[config.mk]
export PLATFORM = sky130hd
export DESIGN_NAME = lpht_ram
export DESIGN_NICKNAME = d
export VERILOG_FILES = /design/src/design/lpht_ram.sv
export SDC_FILE = /design/constraint.sdc
export NUM_CORES = 1
export LEC_CHECK = 0
export BUFFER_PORTS_ARGS = -buffer_cell sky130_fd_sc_hd__buf_2
export CAP_MARGIN = 20
export CELL_PAD_IN_SITES_DETAIL_PLACEMENT = 2
export CELL_PAD_IN_SITES_GLOBAL_PLACEMENT = 2
export CORE_AREA = 2 2 100 126
export DETAILED_ROUTE_END_ITERATION = 10
export DIE_AREA = 0 0 102 128
export PLACE_DENSITY_LB_ADDON = 0.1
export SYNTH_ARGS = -nofsm -noshare
export SYNTH_HDL_FRONTEND = slang
export SYNTH_SLANG_ARGS = --single-unit
[constraint.sdc]
create_clock -name clk -period 2.35 [get_ports clk]
set_input_delay 0.3525 -clock clk [delete_from_list [all_inputs] [get_ports clk]]
set_output_delay 0.3525 -clock clk [all_outputs]
set_load 0.01 [all_outputs]
[src/design/lpht_ram.sv]
`timescale 1ns / 1ps
// ----------------------------------------------------------------------------
// lpht_ram
// Generic single-port-write, single-port-read RAM with a registered read.
// ----------------------------------------------------------------------------
module lpht_ram #(
  parameter int WIDTH = 8,
  parameter int DEPTH = 16
) (
  input  logic                     clk,
  input  logic                     we,
  input  logic [$clog2(DEPTH)-1:0] waddr,
  input  logic [WIDTH-1:0]         wdata,
  input  logic                     re,
  input  logic [$clog2(DEPTH)-1:0] raddr,
  output logic [WIDTH-1:0]         rdata
);

  logic [WIDTH-1:0] mem [DEPTH];

  // Write port.
  always_ff @(posedge clk) begin
    if (we) begin
      mem[waddr] <= wdata;
    end
  end

  // Read port; the data holds while no read is issued.
  always_ff @(posedge clk) begin
    if (re) begin
      rdata <= mem[raddr];
    end
  end

endmodule

==> flow_metrics.tcl <==
set metrics [dict create \
    run_status "finished clean" \
    drv.max_cap_violation_count 0 \
    layout_common_cells "sky130_fd_sc_hd__edfxtp_1, sky130_fd_sc_hd__buf_2, sky130_fd_sc_hd__buf_4" \
    setup_total_negative_slack_ps 0 \
    cp.arrival_ps 1740 \
    cp_cell_sequence "mux4_1 > a22oi_1 > nand2_1" \
    ys_seq_elements 136 \
    grt_antenna_before_repair 0 \
    finalHoldViolations 0 \
    core_area_um2 11900 \
    ant_nets 0 \
    dpl-instance-area_um2 5670 \
    path_depth 3 \
    max_stage_delay_ps 510 \
    ir_worst_vdd_v 0.000567 \
    synth_edf_count 136 \
    ctsLongestPathBuffers 2 \
    synthFlopType "sky130_fd_sc_hd__edfxtp_1" \
    end_kind "flip-flop" \
    final_layout_size_suffix_gt1_share_pct 32.0 \
    tritoncts_clock_tree "yes" \
    setup_viol_count_final 0 \
    shortest_period_the_worst_path_allows_ps 1580 \
    detailed_route_wire_length_um 12000 \
    hpwl_um 8100 \
    ios 27 \
    clock_input_transition_at_the_sequential_cells_of_the_worst_setup_and_hold_paths_ps 60 \
    drtPass1Iterations 4 \
    cp.buffers_inverters 0 \
    seq_area_um2 4080 \
    gp_routability_congestion 0.749 \
    power_dens_cells_nw_per_um2 874 \
    initial_standard_cell_utilization_of_the_core_pct 43.8 \
    rsz0062_at_grt "false" \
    cts_inserted_buffers 17 \
    max_clock_freq_mhz 633 \
    htree_levels 4 \
    grt_overflow_total 0 \
    avgRoutedWirePerCell_um 25.8 \
    avgViaCountPerCell 5.48 \
    layout.nets 306 \
    wire_length_of_the_first_global_routing_pass_um 18100 \
    finish.instance_area_um2 6210 \
    netlist-cell-type-count 18 \
    post_cts.resized_instances 0 \
    worst_path_dominant_cell_family "multiplexers" \
    critical_path.slowest_cell "sky130_fd_sc_hd__mux4_1" \
    cts-root-buf "sky130_fd_sc_hd__clkbuf_16" \
    full_die_area_um2 13100 \
    min_period_over_period_pct 67.3 \
    clk_latency_ps 410 \
    crit_fanout 1 \
    synth.cell_area_um2 5230 \
    dr_total_vias 2545 \
    hold_path_depth 1 \
    pre_cts_ws_ps 379 \
    die_width_um 102 \
    yosysSeqAreaShare_pct 78.1 \
    yosys_warnings 0 \
    synth_async_sr_flop_share_pct 0 \
    first_iter_violations 95 \
    std_cell_rows 45 \
    timing.clock.skew_ps 7.13 \
    hold_ws_ps 327 \
    synth_area_per_cell_um2 22.8 \
    final.fill_count 1067 \
    antennaDiodeCount 0 \
    numPortBuffers 26 \
    syn_nets 248 \
    post_cts_buffers 0 \
    tightestPinTransition_ps 674 \
    criticalPathCategory "reg2reg" \
    synthesis_to_layout_area_growth_pct 18.9 \
    post-route-drc-count 0 \
    ctsHoldBuffers 0 \
    power_mw 5.43 \
    gr-usage-all-layers_pct 20.3 \
    count_of_final_max_slew_check_failures 0 \
    multiInputGateArea_um2 1060 \
    post-route-worst-setup-slack_ps 769 \
    number_of_global_route_vias_before_repair 2849 \
    hold_class "in2reg" \
    tritoncts_num_sinks 136 \
    critical_path_required_time_ps 2510 \
    power.leakage_nw 2.09 \
    startpoint_type "flip-flop" \
    largest_net_degree_at_the_start_of_global_routing 20 \
    relSlewSlack_pct 54.9 \
    final_common_cell "sky130_fd_sc_hd__edfxtp_1" \
    r2r.worst_path.cells 3 \
    synth_cells 229 \
    die_height_um 128 \
]
-- layer usage --
layer  GRT usage [%]  part of all wire (%)  up-vias  wire length [um]
met4            8.47                   1.9        0               222
met2            34.2                    53       52              6320
li1                -                     -     1095                 -
met1            25.9                    44     1382              5230
met3            3.76                   1.8       16               217
met5               0                     0        -                 0
-- worst reg2reg max path: cells and delay by family, from the launching register on --
family | cells | cell delay [ps]
and+or+nand+nor | 1 | 100
DFF | 1 | 360
muxes | 1 | 510
AOI/OAI and AO/OA | 1 | 350
-- synthesized netlist by cell type, types with 2 or more instances --
cell type	instances	area, um^2
sky130_fd_sc_hd__a22oi_1	16	120
sky130_fd_sc_hd__buf_2	3	15.0
sky130_fd_sc_hd__buf_6	3	33.8
sky130_fd_sc_hd__clkdlybuf4s25_2	3	30.0
sky130_fd_sc_hd__edfxtp_1	136	4080
sky130_fd_sc_hd__mux4_1	14	368
sky130_fd_sc_hd__mux4_2	18	405
sky130_fd_sc_hd__nand2_1	9	33.8
sky130_fd_sc_hd__nand2b_1	2	12.5
sky130_fd_sc_hd__nand3b_1	2	15.0
sky130_fd_sc_hd__nor2_1	13	48.8
sky130_fd_sc_hd__nor3_1	4	20.0
-- layout make-up --
class | instances | share of cell area (%)
clock inverter | 14 | 1.77
timing repair buffer | 49 | 5.28
tap | 164 | 3.30
sequential | 136 | 65.7
clock buffer | 18 | 6.91
multi-input combinational | 83 | 17.0
-- cells by family after synthesis --
kind of cell / synth area share [%]
AND/OR/NAND/NOR: 3.14
flip-flops: 78.1
buffers and inverters: 1.65
AO/OA/AOI/OAI: 2.30
multiplexers: 14.8
-- metrics by stage --
stage | util [%] | instances
2_1_floorplan | - | 229
3_3_place_gp | 47.5 | 432
3_5_place_dp | 47.5 | 432
4_1_cts | 52.1 | 464
5_1_grt | 52.1 | 464
6_report | 52.1 | 464
-- registers in the layout, summed over array words and instances, names as in the netlist --
signal and cells:
rdata 8, mem 128
-- path summary, 6_finish.rpt --
check        slack (ps)  startpoint  endpoint
max                 770   mem[1][2]  rdata[2]
min                 330          re  rdata[1]
max reg2reg         770   mem[1][2]  rdata[2]
min reg2reg         760   mem[8][2]  rdata[2]
-- report_power, final --
part           switching [mW]  internal, mW  total [mW]  leakage [nW]
sequential             0.0161          2.73        2.75          1.24
clock                   0.979          1.43        2.41         0.246
combinational           0.156         0.110       0.266         0.604
total                    1.15          4.28        5.43          2.09
Note: power is estimated with default switching activity, not from simulation.
