<file path="src/design/lpht_pkg.sv">
`timescale 1ns / 1ps
// ----------------------------------------------------------------------------
// lpht_pkg
// Shared widths, operation and status codes and the slot layout of the
// linear probe hash table.
// ----------------------------------------------------------------------------
package lpht_pkg;

  localparam int KEY_W          = 16;
  localparam int WORD_W         = 16;
  localparam int FUNC_W         = 2;
  localparam int STAT_W         = 2;
  localparam int TABLE_SIZE_DEF = 101;

  // Operation codes carried by the func field.
  typedef enum logic [FUNC_W-1:0] {
    FUNC_SEARCH = 2'd0,
    FUNC_INSERT = 2'd1,
    FUNC_DELETE = 2'd2
  } func_t;

  // Result status codes.
  localparam logic [STAT_W-1:0] RES_OK      = 2'd0;
  localparam logic [STAT_W-1:0] RES_MISSING = 2'd1;
  localparam logic [STAT_W-1:0] RES_FULL    = 2'd2;

  // Slot tags kept in memory.
  localparam logic [1:0] SLOT_EMPTY   = 2'd0;
  localparam logic [1:0] SLOT_USED    = 2'd1;
  localparam logic [1:0] SLOT_DELETED = 2'd2;

  // One table slot: tag, key and the two data words (first word lowest).
  typedef struct packed {
    logic [1:0]        tag;
    logic [KEY_W-1:0]  key;
    logic [WORD_W-1:0] second;
    logic [WORD_W-1:0] first;
  } slot_t;

  localparam int SLOT_W = $bits(slot_t);

endpackage

</file>
<file path="src/design/lpht_home.sv">
`timescale 1ns / 1ps
// ----------------------------------------------------------------------------
// lpht_home
// Home slot unit: key mod TABLE_SIZE by multiplication with a reciprocal,
// in two registered stages followed by one compare and subtract.
// ----------------------------------------------------------------------------
module lpht_home #(
  parameter int TABLE_SIZE = lpht_pkg::TABLE_SIZE_DEF
) (
  input  logic                          clk,
  input  logic                          rst_n,
  input  logic                          start,
  input  logic [lpht_pkg::KEY_W-1:0]    key,
  output logic                          home_valid,
  output logic [$clog2(TABLE_SIZE)-1:0] home_idx
);
  import lpht_pkg::*;

  localparam int IDX_W   = $clog2(TABLE_SIZE);
  localparam int SHIFT   = KEY_W + IDX_W;
  localparam int RECIP_W = KEY_W + 2;
  localparam int PROD_W  = KEY_W + RECIP_W;
  localparam longint unsigned RECIP_L = (64'd1 << SHIFT) / TABLE_SIZE;
  localparam logic [RECIP_W-1:0] RECIP = RECIP_W'(RECIP_L);

  logic              v1_r, v2_r;
  logic [PROD_W-1:0] prod_r;
  logic [KEY_W-1:0]  key1_r, key2_r;
  logic [KEY_W-1:0]  qt_r;
  logic [KEY_W-1:0]  quot;
  logic [KEY_W-1:0]  diff;

  // Stage valid bits.
  always_ff @(posedge clk) begin
    if (!rst_n) begin
      v1_r <= 1'b0;
      v2_r <= 1'b0;
    end else begin
      v1_r <= start;
      v2_r <= v1_r;
    end
  end

  // Stage one: key times the scaled reciprocal.
  always_ff @(posedge clk) begin
    if (start) begin
      prod_r <= PROD_W'(key) * PROD_W'(RECIP);
      key1_r <= key;
    end
  end

  // Stage two: quotient estimate times the table size. The estimate is at
  // most one below the true quotient, so the product never exceeds the key.
  assign quot = KEY_W'(prod_r >> SHIFT);

  always_ff @(posedge clk) begin
    if (v1_r) begin
      qt_r   <= KEY_W'(32'(quot) * 32'(TABLE_SIZE));
      key2_r <= key1_r;
    end
  end

  // The remainder estimate is below twice the table size; one correction.
  assign diff       = key2_r - qt_r;
  assign home_valid = v2_r;
  assign home_idx   = (diff >= KEY_W'(TABLE_SIZE)) ? IDX_W'(diff - KEY_W'(TABLE_SIZE))
                                                   : IDX_W'(diff);

endmodule

</file>
<file path="config.mk">
export PLATFORM = sky130hd
export DESIGN_NAME = lpht_home
export DESIGN_NICKNAME = d
export VERILOG_FILES = /design/src/design/lpht_pkg.sv /design/src/design/lpht_home.sv
export SDC_FILE = /design/constraint.sdc
export NUM_CORES = 1
export LEC_CHECK = 0
export BUFFER_PORTS_ARGS = -buffer_cell sky130_fd_sc_hd__buf_2
export CAP_MARGIN = 25
export CORE_MARGIN = 2
export CORE_UTILIZATION = 45
export CTS_CLUSTER_DIAMETER = 40
export DETAILED_ROUTE_END_ITERATION = 8
export GPL_TIMING_DRIVEN = 1
export PLACE_DENSITY_LB_ADDON = 0.08
export SETUP_SLACK_MARGIN = 0.4
export SYNTH_ARGS = -nofsm -noshare
export SYNTH_HDL_FRONTEND = slang
export SYNTH_SLANG_ARGS = --single-unit
</file>
<file path="constraint.sdc">
create_clock -name clk -period 13.6 [get_ports clk]
set_input_delay 2.04 -clock clk [delete_from_list [all_inputs] [get_ports clk]]
set_output_delay 2.04 -clock clk [all_outputs]
set_load 0.05 [all_outputs]
</file>
==> results of run 1 <==
==> final cells by class <==
class	count	area, µm²	area share, %
Multi-Input combinational cell	549	5980	64.5
Clock buffer	10	229	2.47
Clock inverter	6	103	1.11
Inverter	200	751	8.09
Timing Repair Buffer	27	138	1.48
Tap cell	234	293	3.16
Sequential cell	60	1780	19.2
==> kinds of logic after synthesis <==
group,count (synthesis),share of synthesized area (%)
AO/OA/AOI/OAI,112,8.76
XOR/XNOR,38,3.90
adder cells (fa/ha/maj),295,50.8
AND/OR/NAND/NOR,101,6.37
multiplexers,3,0.352
buffers and inverters,203,8.95
flip-flops,60,20.9
==> per-stage QoR <==
step | setup slack [ns] | instance area (µm²) | instances | hold WS, ns
floorplan | 6.72 | 8530 | 812 | 0.400
global placement | 6.15 | 8940 | 1070 | 0.407
detailed placement | 6.08 | 8940 | 1070 | 0.405
CTS | 6.45 | 9280 | 1086 | 0.422
global route | 6.11 | 9280 | 1086 | 0.433
finish | 6.45 | 9280 | 1086 | 0.416
==> worst reg2reg max path, stage by stage (launching register included) <==
cell	delay (ns)
edfxtp_1	0.48
ha_1	0.33
inv_1	0.05
fa_1	0.49
inv_1	0.04
ha_1	0.27
inv_1	0.05
fa_1	0.50
inv_1	0.05
ha_1	0.33
nor2b_1	0.20
o211ai_1	0.14
a21oi_1	0.23
nor2_1	0.08
a21oi_1	0.18
xnor2_1	0.09
==> flip-flops by register name, summed over array words and instances, names as in the netlist <==
name / flops
home_valid: 1
qt_r: 16
v1_r: 1
prod_r: 10
key1_r: 16
key2_r: 16
==> cells in the mapped netlist (2+ instances only) <==
| master | instances |
|---|---|
| a21o_1 | 10 |
| and2_1 | 4 |
| and3_1 | 3 |
| o21ai_0 | 9 |
| o21a_1 | 8 |
| o2111ai_1 | 3 |
| nor3_1 | 10 |
| nand3b_1 | 3 |
| mux2i_1 | 3 |
| o211ai_1 | 6 |
| a221oi_1 | 2 |
| nor3b_1 | 2 |
| fa_1 | 85 |
| nand2_1 | 16 |
| o22ai_1 | 4 |
| xor2_1 | 13 |
| nor2b_1 | 4 |
| o21bai_1 | 2 |
| or3_1 | 3 |
| o31ai_1 | 4 |
| or4_1 | 2 |
| dfxtp_1 | 2 |
| nand3_1 | 10 |
| a211oi_1 | 3 |
| xnor2_1 | 25 |
| or2_2 | 2 |
| inv_1 | 200 |
| a2111oi_0 | 3 |
| clkbuf_1 | 2 |
| nand4_1 | 6 |
| ha_1 | 210 |
| a21oi_1 | 37 |
| o21ai_1 | 4 |
| edfxtp_1 | 58 |
| nand2b_1 | 4 |
| nor2_1 | 23 |
==> path summary, 6_finish.rpt <==
kind,slack [ns],start,end
min,0.42,key1_r[3],key2_r[3]
min reg2reg,0.42,key1_r[3],key2_r[3]
max reg2reg,9.84,prod_r[24],qt_r[15]
max,6.45,key[4],prod_r[31]
==> metal layers <==
| layer | global-route usage (%) | wire [µm] |
|---|---|---|
| met4 | 5.58 | 316 |
| met3 | 1.86 | 307 |
| met2 | 35.2 | 8950 |
| met5 | 0 | 0 |
| met1 | 23.8 | 8040 |
==> impl_results.html, run 1 <==
<table>
<tr><th>Metric</th><th>Value</th></tr>
<tr><th colspan="2">Synthesis</th></tr>
<tr><td>Syn_area_per_cell</td><td>10.5 µm²</td></tr>
<tr><td>Share of the synthesized area in the top cell type</td><td>30.8%</td></tr>
<tr><td>Number of nets produced by synthesis</td><td>1126</td></tr>
<tr><td>FF+latch count, synth</td><td>60</td></tr>
<tr><td>Yosys synthesis warning count</td><td>0</td></tr>
<tr><td>Cell count after synthesis</td><td>812</td></tr>
<tr><td>Synthesized area</td><td>8530 µm²</td></tr>
<tr><td>Number of enable flip-flop cells after synthesis</td><td>58</td></tr>
<tr><td>Top cell type by total area after synthesis</td><td>ha_1</td></tr>
<tr><td>Share of synthesized flip-flops with an asynchronous set or reset</td><td>0%</td></tr>
<tr><td>Number of library cell types mapped by synthesis</td><td>63</td></tr>
<tr><td>Portion of the post-synthesis area used by sequential elements</td><td>20.9%</td></tr>
<tr><td>Leading post-synthesis cells by cell area</td><td>ha_1, edfxtp_1, fa_1</td></tr>
<tr><td>Commonest register cell after synthesis</td><td>edfxtp_1</td></tr>
<tr><th colspan="2">Timing</th></tr>
<tr><td>Setup repair after global routing missed its margin</td><td>false</td></tr>
<tr><td>Worst-margin pin slew</td><td>0.678 ns</td></tr>
<tr><td>Setup_tns</td><td>0 ns</td></tr>
<tr><td>Post-layout min period</td><td>7.15 ns</td></tr>
<tr><td>Fraction of the cycle the final worst path needs</td><td>52.6%</td></tr>
<tr><td>Worst-case clock skew</td><td>0.00549 ns</td></tr>
<tr><td>Achievable clock frequency</td><td>0.140 GHz</td></tr>
<tr><td>Final hold violation count</td><td>0</td></tr>
<tr><td>Number of pins with negative max-slew slack in the final report</td><td>0</td></tr>
<tr><td>Final setup violation count</td><td>0</td></tr>
<tr><td>Worst rel slew slack</td><td>54.8%</td></tr>
<tr><th colspan="2">Clocking</th></tr>
<tr><td>Clk sink count</td><td>60</td></tr>
<tr><td>Number of setup buffers added after CTS</td><td>0</td></tr>
<tr><td>Cells resized by post-CTS repair</td><td>0</td></tr>
<tr><td>Register clock-pin slew on the reported worst setup and hold paths</td><td>0.05 ns</td></tr>
<tr><td>Buffer depth of the longest clock path</td><td>2</td></tr>
<tr><td>CTS H-tree lvls</td><td>3</td></tr>
<tr><td>Number of CTS-inserted buffers</td><td>9</td></tr>
<tr><td>Later-pin clock latency in the skew report</td><td>0.33 ns</td></tr>
<tr><td>Buffer cell driving the clock tree root</td><td>clkbuf_16</td></tr>
<tr><td>Hold-fix buffers at CTS</td><td>0</td></tr>
<tr><td>Clock tree from TritonCTS</td><td>done</td></tr>
<tr><th colspan="2">Final layout</th></tr>
<tr><td>Highest-count cells in the layout ignoring fill and taps</td><td>ha_1, inv_1, fa_1</td></tr>
<tr><td>Fraction of layout instances using a drive strength above 1</td><td>5.87%</td></tr>
<tr><td>Most common cell after layout, fill and taps aside</td><td>ha_1</td></tr>
<tr><td>Total Nets Final</td><td>1161</td></tr>
<tr><td>Final design utilization</td><td>49.8%</td></tr>
<tr><td>Diode insertion count for antenna repair</td><td>0</td></tr>
<tr><td>Area growth from synthesis to final layout</td><td>8.79%</td></tr>
<tr><td>FILL cells</td><td>1723</td></tr>
<tr><th colspan="2">Run status</th></tr>
<tr><td>Result of the run</td><td>completed</td></tr>
<tr><th colspan="2">Global routing</th></tr>
<tr><td>Global-route usage over all layers</td><td>19.1%</td></tr>
<tr><td>Antenna violations before repair</td><td>0</td></tr>
<tr><td>Leftover overflow at the end of global routing</td><td>0</td></tr>
<tr><td>Largest net degree at the start of global routing</td><td>33</td></tr>
<tr><td>First-pass GRT wire length</td><td>29700 µm</td></tr>
<tr><td>Via count of the first global-routing pass</td><td>6033</td></tr>
<tr><th colspan="2">Placed design</th></tr>
<tr><td>Last weighted congestion value of the routability-driven placer</td><td>0.915</td></tr>
<tr><td>Half-perimeter wire length of the detailed placement result</td><td>15300 µm</td></tr>
<tr><td>Number of port buffers</td><td>26</td></tr>
<tr><th colspan="2">Drt</th></tr>
<tr><td>Final ANT Viol Nets</td><td>0</td></tr>
<tr><td>Total via count after detailed routing</td><td>5592</td></tr>
<tr><td>Final routed wirelength across all metal layers</td><td>17600 µm</td></tr>
<tr><td>Starting DRT DRC Count</td><td>162</td></tr>
<tr><td>DRC errors left</td><td>0</td></tr>
<tr><td>Via-per-instance ratio</td><td>5.15</td></tr>
<tr><td>Drt first pass iters</td><td>4</td></tr>
<tr><td>Routed wirelength normalized by instance count</td><td>16.2 µm</td></tr>
<tr><th colspan="2">Floorplanning</th></tr>
<tr><td>Area of the core</td><td>18600 µm²</td></tr>
<tr><td>Site Rows</td><td>50</td></tr>
<tr><td>DIE AREA</td><td>20100 µm²</td></tr>
<tr><td>Floorplan die height</td><td>142 µm</td></tr>
<tr><td>X dimension of the die</td><td>142 µm</td></tr>
<tr><td>Initial Util</td><td>45.7%</td></tr>
<tr><td>Num ports</td><td>27</td></tr>
<tr><th colspan="2">Critical path</th></tr>
<tr><td>Top delay family on crit path</td><td>adder cells</td></tr>
<tr><td>Required time of the worst setup path</td><td>13.68 ns</td></tr>
<tr><td>Number of cells traversed by the worst register-to-register path</td><td>15</td></tr>
<tr><td>Worst-path fanout max</td><td>7</td></tr>
<tr><td>Cell seen most often among critical-path stages</td><td>fa_1</td></tr>
<tr><td>Worst setup EP type</td><td>register</td></tr>
<tr><td>Arrival time of the worst setup path</td><td>7.23 ns</td></tr>
<tr><td>Category of the most critical setup path</td><td>in -&gt; reg</td></tr>
<tr><td>Crit path cell chain</td><td>buf_2 &gt; fa_1 &gt; fa_1 &gt; ha_1 &gt; ha_1 &gt; fa_1 &gt; inv_1 &gt; fa_1 &gt; inv_1 &gt; ha_1 &gt; a2111oi_0 &gt; o21ai_0 &gt; o22ai_1 &gt; nor2_1 &gt; o31ai_1 &gt; a31o_2 &gt; o21bai_1 &gt; xor2_1</td></tr>
<tr><td>Kind of launch point of the worst setup path</td><td>primary input</td></tr>
<tr><td>Worst path depth</td><td>18</td></tr>
<tr><td>Buf+Inv Stages, Crit Path</td><td>3</td></tr>
<tr><td>Worst path max stage delay</td><td>0.54 ns</td></tr>
<tr><td>Standard cell with the maximum stage delay on the critical path</td><td>fa_1</td></tr>
<tr><th colspan="2">Run</th></tr>
<tr><td>Max capacitance violation total</td><td>0</td></tr>
<tr><th colspan="2">Min path</th></tr>
<tr><td>Cells on Worst Hold Path</td><td>0</td></tr>
<tr><td>Type of the worst min-delay path</td><td>reg -&gt; reg</td></tr>
</table>
Power of run 1 is left out: the tool's default activity adds up to more than one toggle a clock period on the data nets, which glitch-free logic cannot reach.
==> inputs of run 2 (changes only) <==
==> constraint.sdc (replaced) <==
create_clock -name clk -period 5.9 [get_ports clk]
set_input_delay 0.885 -clock clk [delete_from_list [all_inputs] [get_ports clk]]
set_output_delay 0.885 -clock clk [all_outputs]
set_load 0.05 [all_outputs]
==> impl_results.html, run 2 (synthesized netlist as in run 1, its figures left out) <==
<table>
<tr><th>Metric</th><th>Value</th></tr>
<tr><th colspan="2">Run status</th></tr>
<tr><td>Result of the run</td><td>completed</td></tr>
<tr><th colspan="2">Timing</th></tr>
<tr><td>Final hold violation count</td><td>0</td></tr>
<tr><td>Final setup violation count</td><td>0</td></tr>
<tr><td>Setup repair after global routing missed its margin</td><td>true</td></tr>
<tr><td>Number of pins with negative max-slew slack in the final report</td><td>0</td></tr>
<tr><td>Worst-case clock skew</td><td>0.00536 ns</td></tr>
<tr><td>Achievable clock frequency</td><td>0.179 GHz</td></tr>
<tr><td>Worst rel slew slack</td><td>60.8%</td></tr>
<tr><td>Fraction of the cycle the final worst path needs</td><td>94.9%</td></tr>
<tr><td>Post-layout min period</td><td>5.60 ns</td></tr>
<tr><td>Worst-margin pin slew</td><td>0.588 ns</td></tr>
<tr><td>Setup_tns</td><td>0 ns</td></tr>
<tr><th colspan="2">Clocking</th></tr>
<tr><td>Later-pin clock latency in the skew report</td><td>0.33 ns</td></tr>
<tr><td>Register clock-pin slew on the reported worst setup and hold paths</td><td>0.06 ns</td></tr>
<tr><td>Hold-fix buffers at CTS</td><td>0</td></tr>
<tr><td>Clock tree from TritonCTS</td><td>done</td></tr>
<tr><td>Clk sink count</td><td>60</td></tr>
<tr><td>Buffer depth of the longest clock path</td><td>2</td></tr>
<tr><td>Number of CTS-inserted buffers</td><td>9</td></tr>
<tr><td>Buffer cell driving the clock tree root</td><td>clkbuf_16</td></tr>
<tr><td>CTS H-tree lvls</td><td>3</td></tr>
<tr><th colspan="2">Final layout</th></tr>
<tr><td>Fraction of layout instances using a drive strength above 1</td><td>15.1%</td></tr>
<tr><td>Total Nets Final</td><td>1206</td></tr>
<tr><td>Most common cell after layout, fill and taps aside</td><td>ha_1</td></tr>
<tr><td>Count of placed standard cells in the final layout, fillers left out</td><td>1131</td></tr>
<tr><td>Diode insertion count for antenna repair</td><td>0</td></tr>
<tr><td>Highest-count cells in the layout ignoring fill and taps</td><td>ha_1, inv_1, fa_1</td></tr>
<tr><td>Largest registers</td><td>key1_r x16, key2_r x16, qt_r x16</td></tr>
<tr><td>Final design utilization</td><td>52.9%</td></tr>
<tr><td>Area growth from synthesis to final layout</td><td>15.6%</td></tr>
<tr><th colspan="2">Critical path</th></tr>
<tr><td>Worst Setup SP</td><td>key[15]</td></tr>
<tr><td>Worst setup EP type</td><td>register</td></tr>
<tr><td>Kind of launch point of the worst setup path</td><td>primary input</td></tr>
<tr><td>Startpoint of the worst register-to-register path</td><td>prod_r[24]</td></tr>
<tr><td>Required time of the worst setup path</td><td>5.97 ns</td></tr>
<tr><td>Setup slack of the most critical reg-to-reg path</td><td>2.20 ns</td></tr>
<tr><td>Number of cells traversed by the worst register-to-register path</td><td>15</td></tr>
<tr><td>Endpoint of the lowest-slack register-to-register path</td><td>qt_r[15]</td></tr>
<tr><td>Endpoint of the most critical setup path</td><td>prod_r[30]</td></tr>
<tr><td>Category of the most critical setup path</td><td>in -&gt; reg</td></tr>
<tr><td>Arrival time of the worst setup path</td><td>5.67 ns</td></tr>
<tr><td>Worst-path fanout max</td><td>4</td></tr>
<tr><th colspan="2">Run</th></tr>
<tr><td>Max capacitance violation total</td><td>0</td></tr>
<tr><th colspan="2">Global routing</th></tr>
<tr><td>Global-route usage over all layers</td><td>19.3%</td></tr>
<tr><td>Leftover overflow at the end of global routing</td><td>0</td></tr>
<tr><td>Via count of the first global-routing pass</td><td>6218</td></tr>
<tr><td>Antenna violations before repair</td><td>0</td></tr>
<tr><td>First-pass GRT wire length</td><td>30100 µm</td></tr>
<tr><td>Largest net degree at the start of global routing</td><td>33</td></tr>
<tr><th colspan="2">Drt</th></tr>
<tr><td>Final routed wirelength across all metal layers</td><td>17900 µm</td></tr>
<tr><td>Total via count after detailed routing</td><td>5725</td></tr>
<tr><td>DRC errors left</td><td>0</td></tr>
<tr><td>Starting DRT DRC Count</td><td>169</td></tr>
<tr><td>Drt first pass iters</td><td>6</td></tr>
<tr><td>Final ANT Viol Nets</td><td>0</td></tr>
<tr><td>Via-per-instance ratio</td><td>5.06</td></tr>
<tr><td>Routed wirelength normalized by instance count</td><td>15.9 µm</td></tr>
<tr><th colspan="2">Floorplanning</th></tr>
<tr><td>Site Rows</td><td>50</td></tr>
<tr><td>DIE AREA</td><td>20100 µm²</td></tr>
<tr><td>Area of the core</td><td>18600 µm²</td></tr>
<tr><td>Num ports</td><td>27</td></tr>
<tr><td>X dimension of the die</td><td>142 µm</td></tr>
<tr><td>Floorplan die height</td><td>142 µm</td></tr>
<tr><td>Initial Util</td><td>45.7%</td></tr>
<tr><th colspan="2">Placed design</th></tr>
<tr><td>Placed cells</td><td>1104</td></tr>
<tr><td>Half-perimeter wire length of the detailed placement result</td><td>15300 µm</td></tr>
<tr><td>Number of port buffers</td><td>26</td></tr>
<tr><td>Last weighted congestion value of the routability-driven placer</td><td>0.895</td></tr>
<tr><th colspan="2">Min path</th></tr>
<tr><td>Type of the worst min-delay path</td><td>reg -&gt; reg</td></tr>
<tr><td>Cells on Worst Hold Path</td><td>0</td></tr>
</table>
-- run 2: cell count changes in the layout (fill, tap and decap cells not counted), moves of 3 or more --
cell,previous run,this run
buf_4,1,45
ha_4,0,4
buf_2,26,23
fa_1,85,77
a21oi_2,0,8
fa_2,0,8
ha_1,210,205
a21oi_1,37,29
-- run 2: how the worst min path moves through the flow --
stage,from,endpoint,slack [ns]
6_report,key1_r[2],key2_r[2],0.41
5_1_grt,key1_r[0],key2_r[0],0.42
4_1_cts,key1_r[0],key2_r[0],0.42
3_5_place_dp,key1_r[2],key2_r[2],0.40
3_3_place_gp,key1_r[11],key2_r[11],0.40
2_1_floorplan,key1_r[0],key2_r[0],0.40
-- run 2: worst max-delay path: stages --
cell and delay, ns:
buf_8 0.10, fa_2 0.60, buf_6 0.13, xor2_4 0.16, ha_4 0.15, a21oi_2 0.03, fa_2 0.53, fa_1 0.44
fa_1 0.56, inv_2 0.04, fa_1 0.50, ha_4 0.31, nand3_4 0.08, nor3_4 0.15, o2111ai_2 0.13, a21oi_1 0.14
o31ai_1 0.09, buf_4 0.15, a31o_4 0.25, buf_6 0.12, xnor2_2 0.11
-- run 2: final cells by class --
class,count,area (µm²)
Clock buffer,9,225
Clock inverter,7,76.3
Fill cell,1661,8780
Inverter,200,751
Multi-Input combinational cell,549,6230
Sequential cell,60,1780
Tap cell,234,293
Timing Repair Buffer,72,505
-- run 2: through the flow --
| step | setup WS, ns | cell area (µm²) | hold slack [ns] |
|---|---|---|---|
| floorplan | 0.382 | 8570 | 0.400 |
| global placement | -0.0734 | 9240 | 0.402 |
| finish | 0.298 | 9860 | 0.415 |
| CTS | 0.330 | 9750 | 0.415 |
| global route | 0.105 | 9860 | 0.417 |
| detailed placement | -0.165 | 9240 | 0.405 |
-- run 2: layer usage --
layer | vias to the layer above | wire length, µm | global-route usage [%] | part of all wire, %
met5 | - | 0 | 0 | 0
met1 | 2738 | 8190 | 24.0 | 46
met3 | 28 | 211 | 1.48 | 1.2
li1 | 2897 | - | - | -
met2 | 62 | 9070 | 35.3 | 51
met4 | 0 | 457 | 6.53 | 2.5
-- run 2: repair_timing --
action,4_1_cts,5_1_grt
buffers inserted,9,2
hold endpoints to repair,0,0
pin swaps,27,23
endpoints found under the setup margin,10,10
gates resized for setup,30,17
Power of run 2 is left out for the same reason.
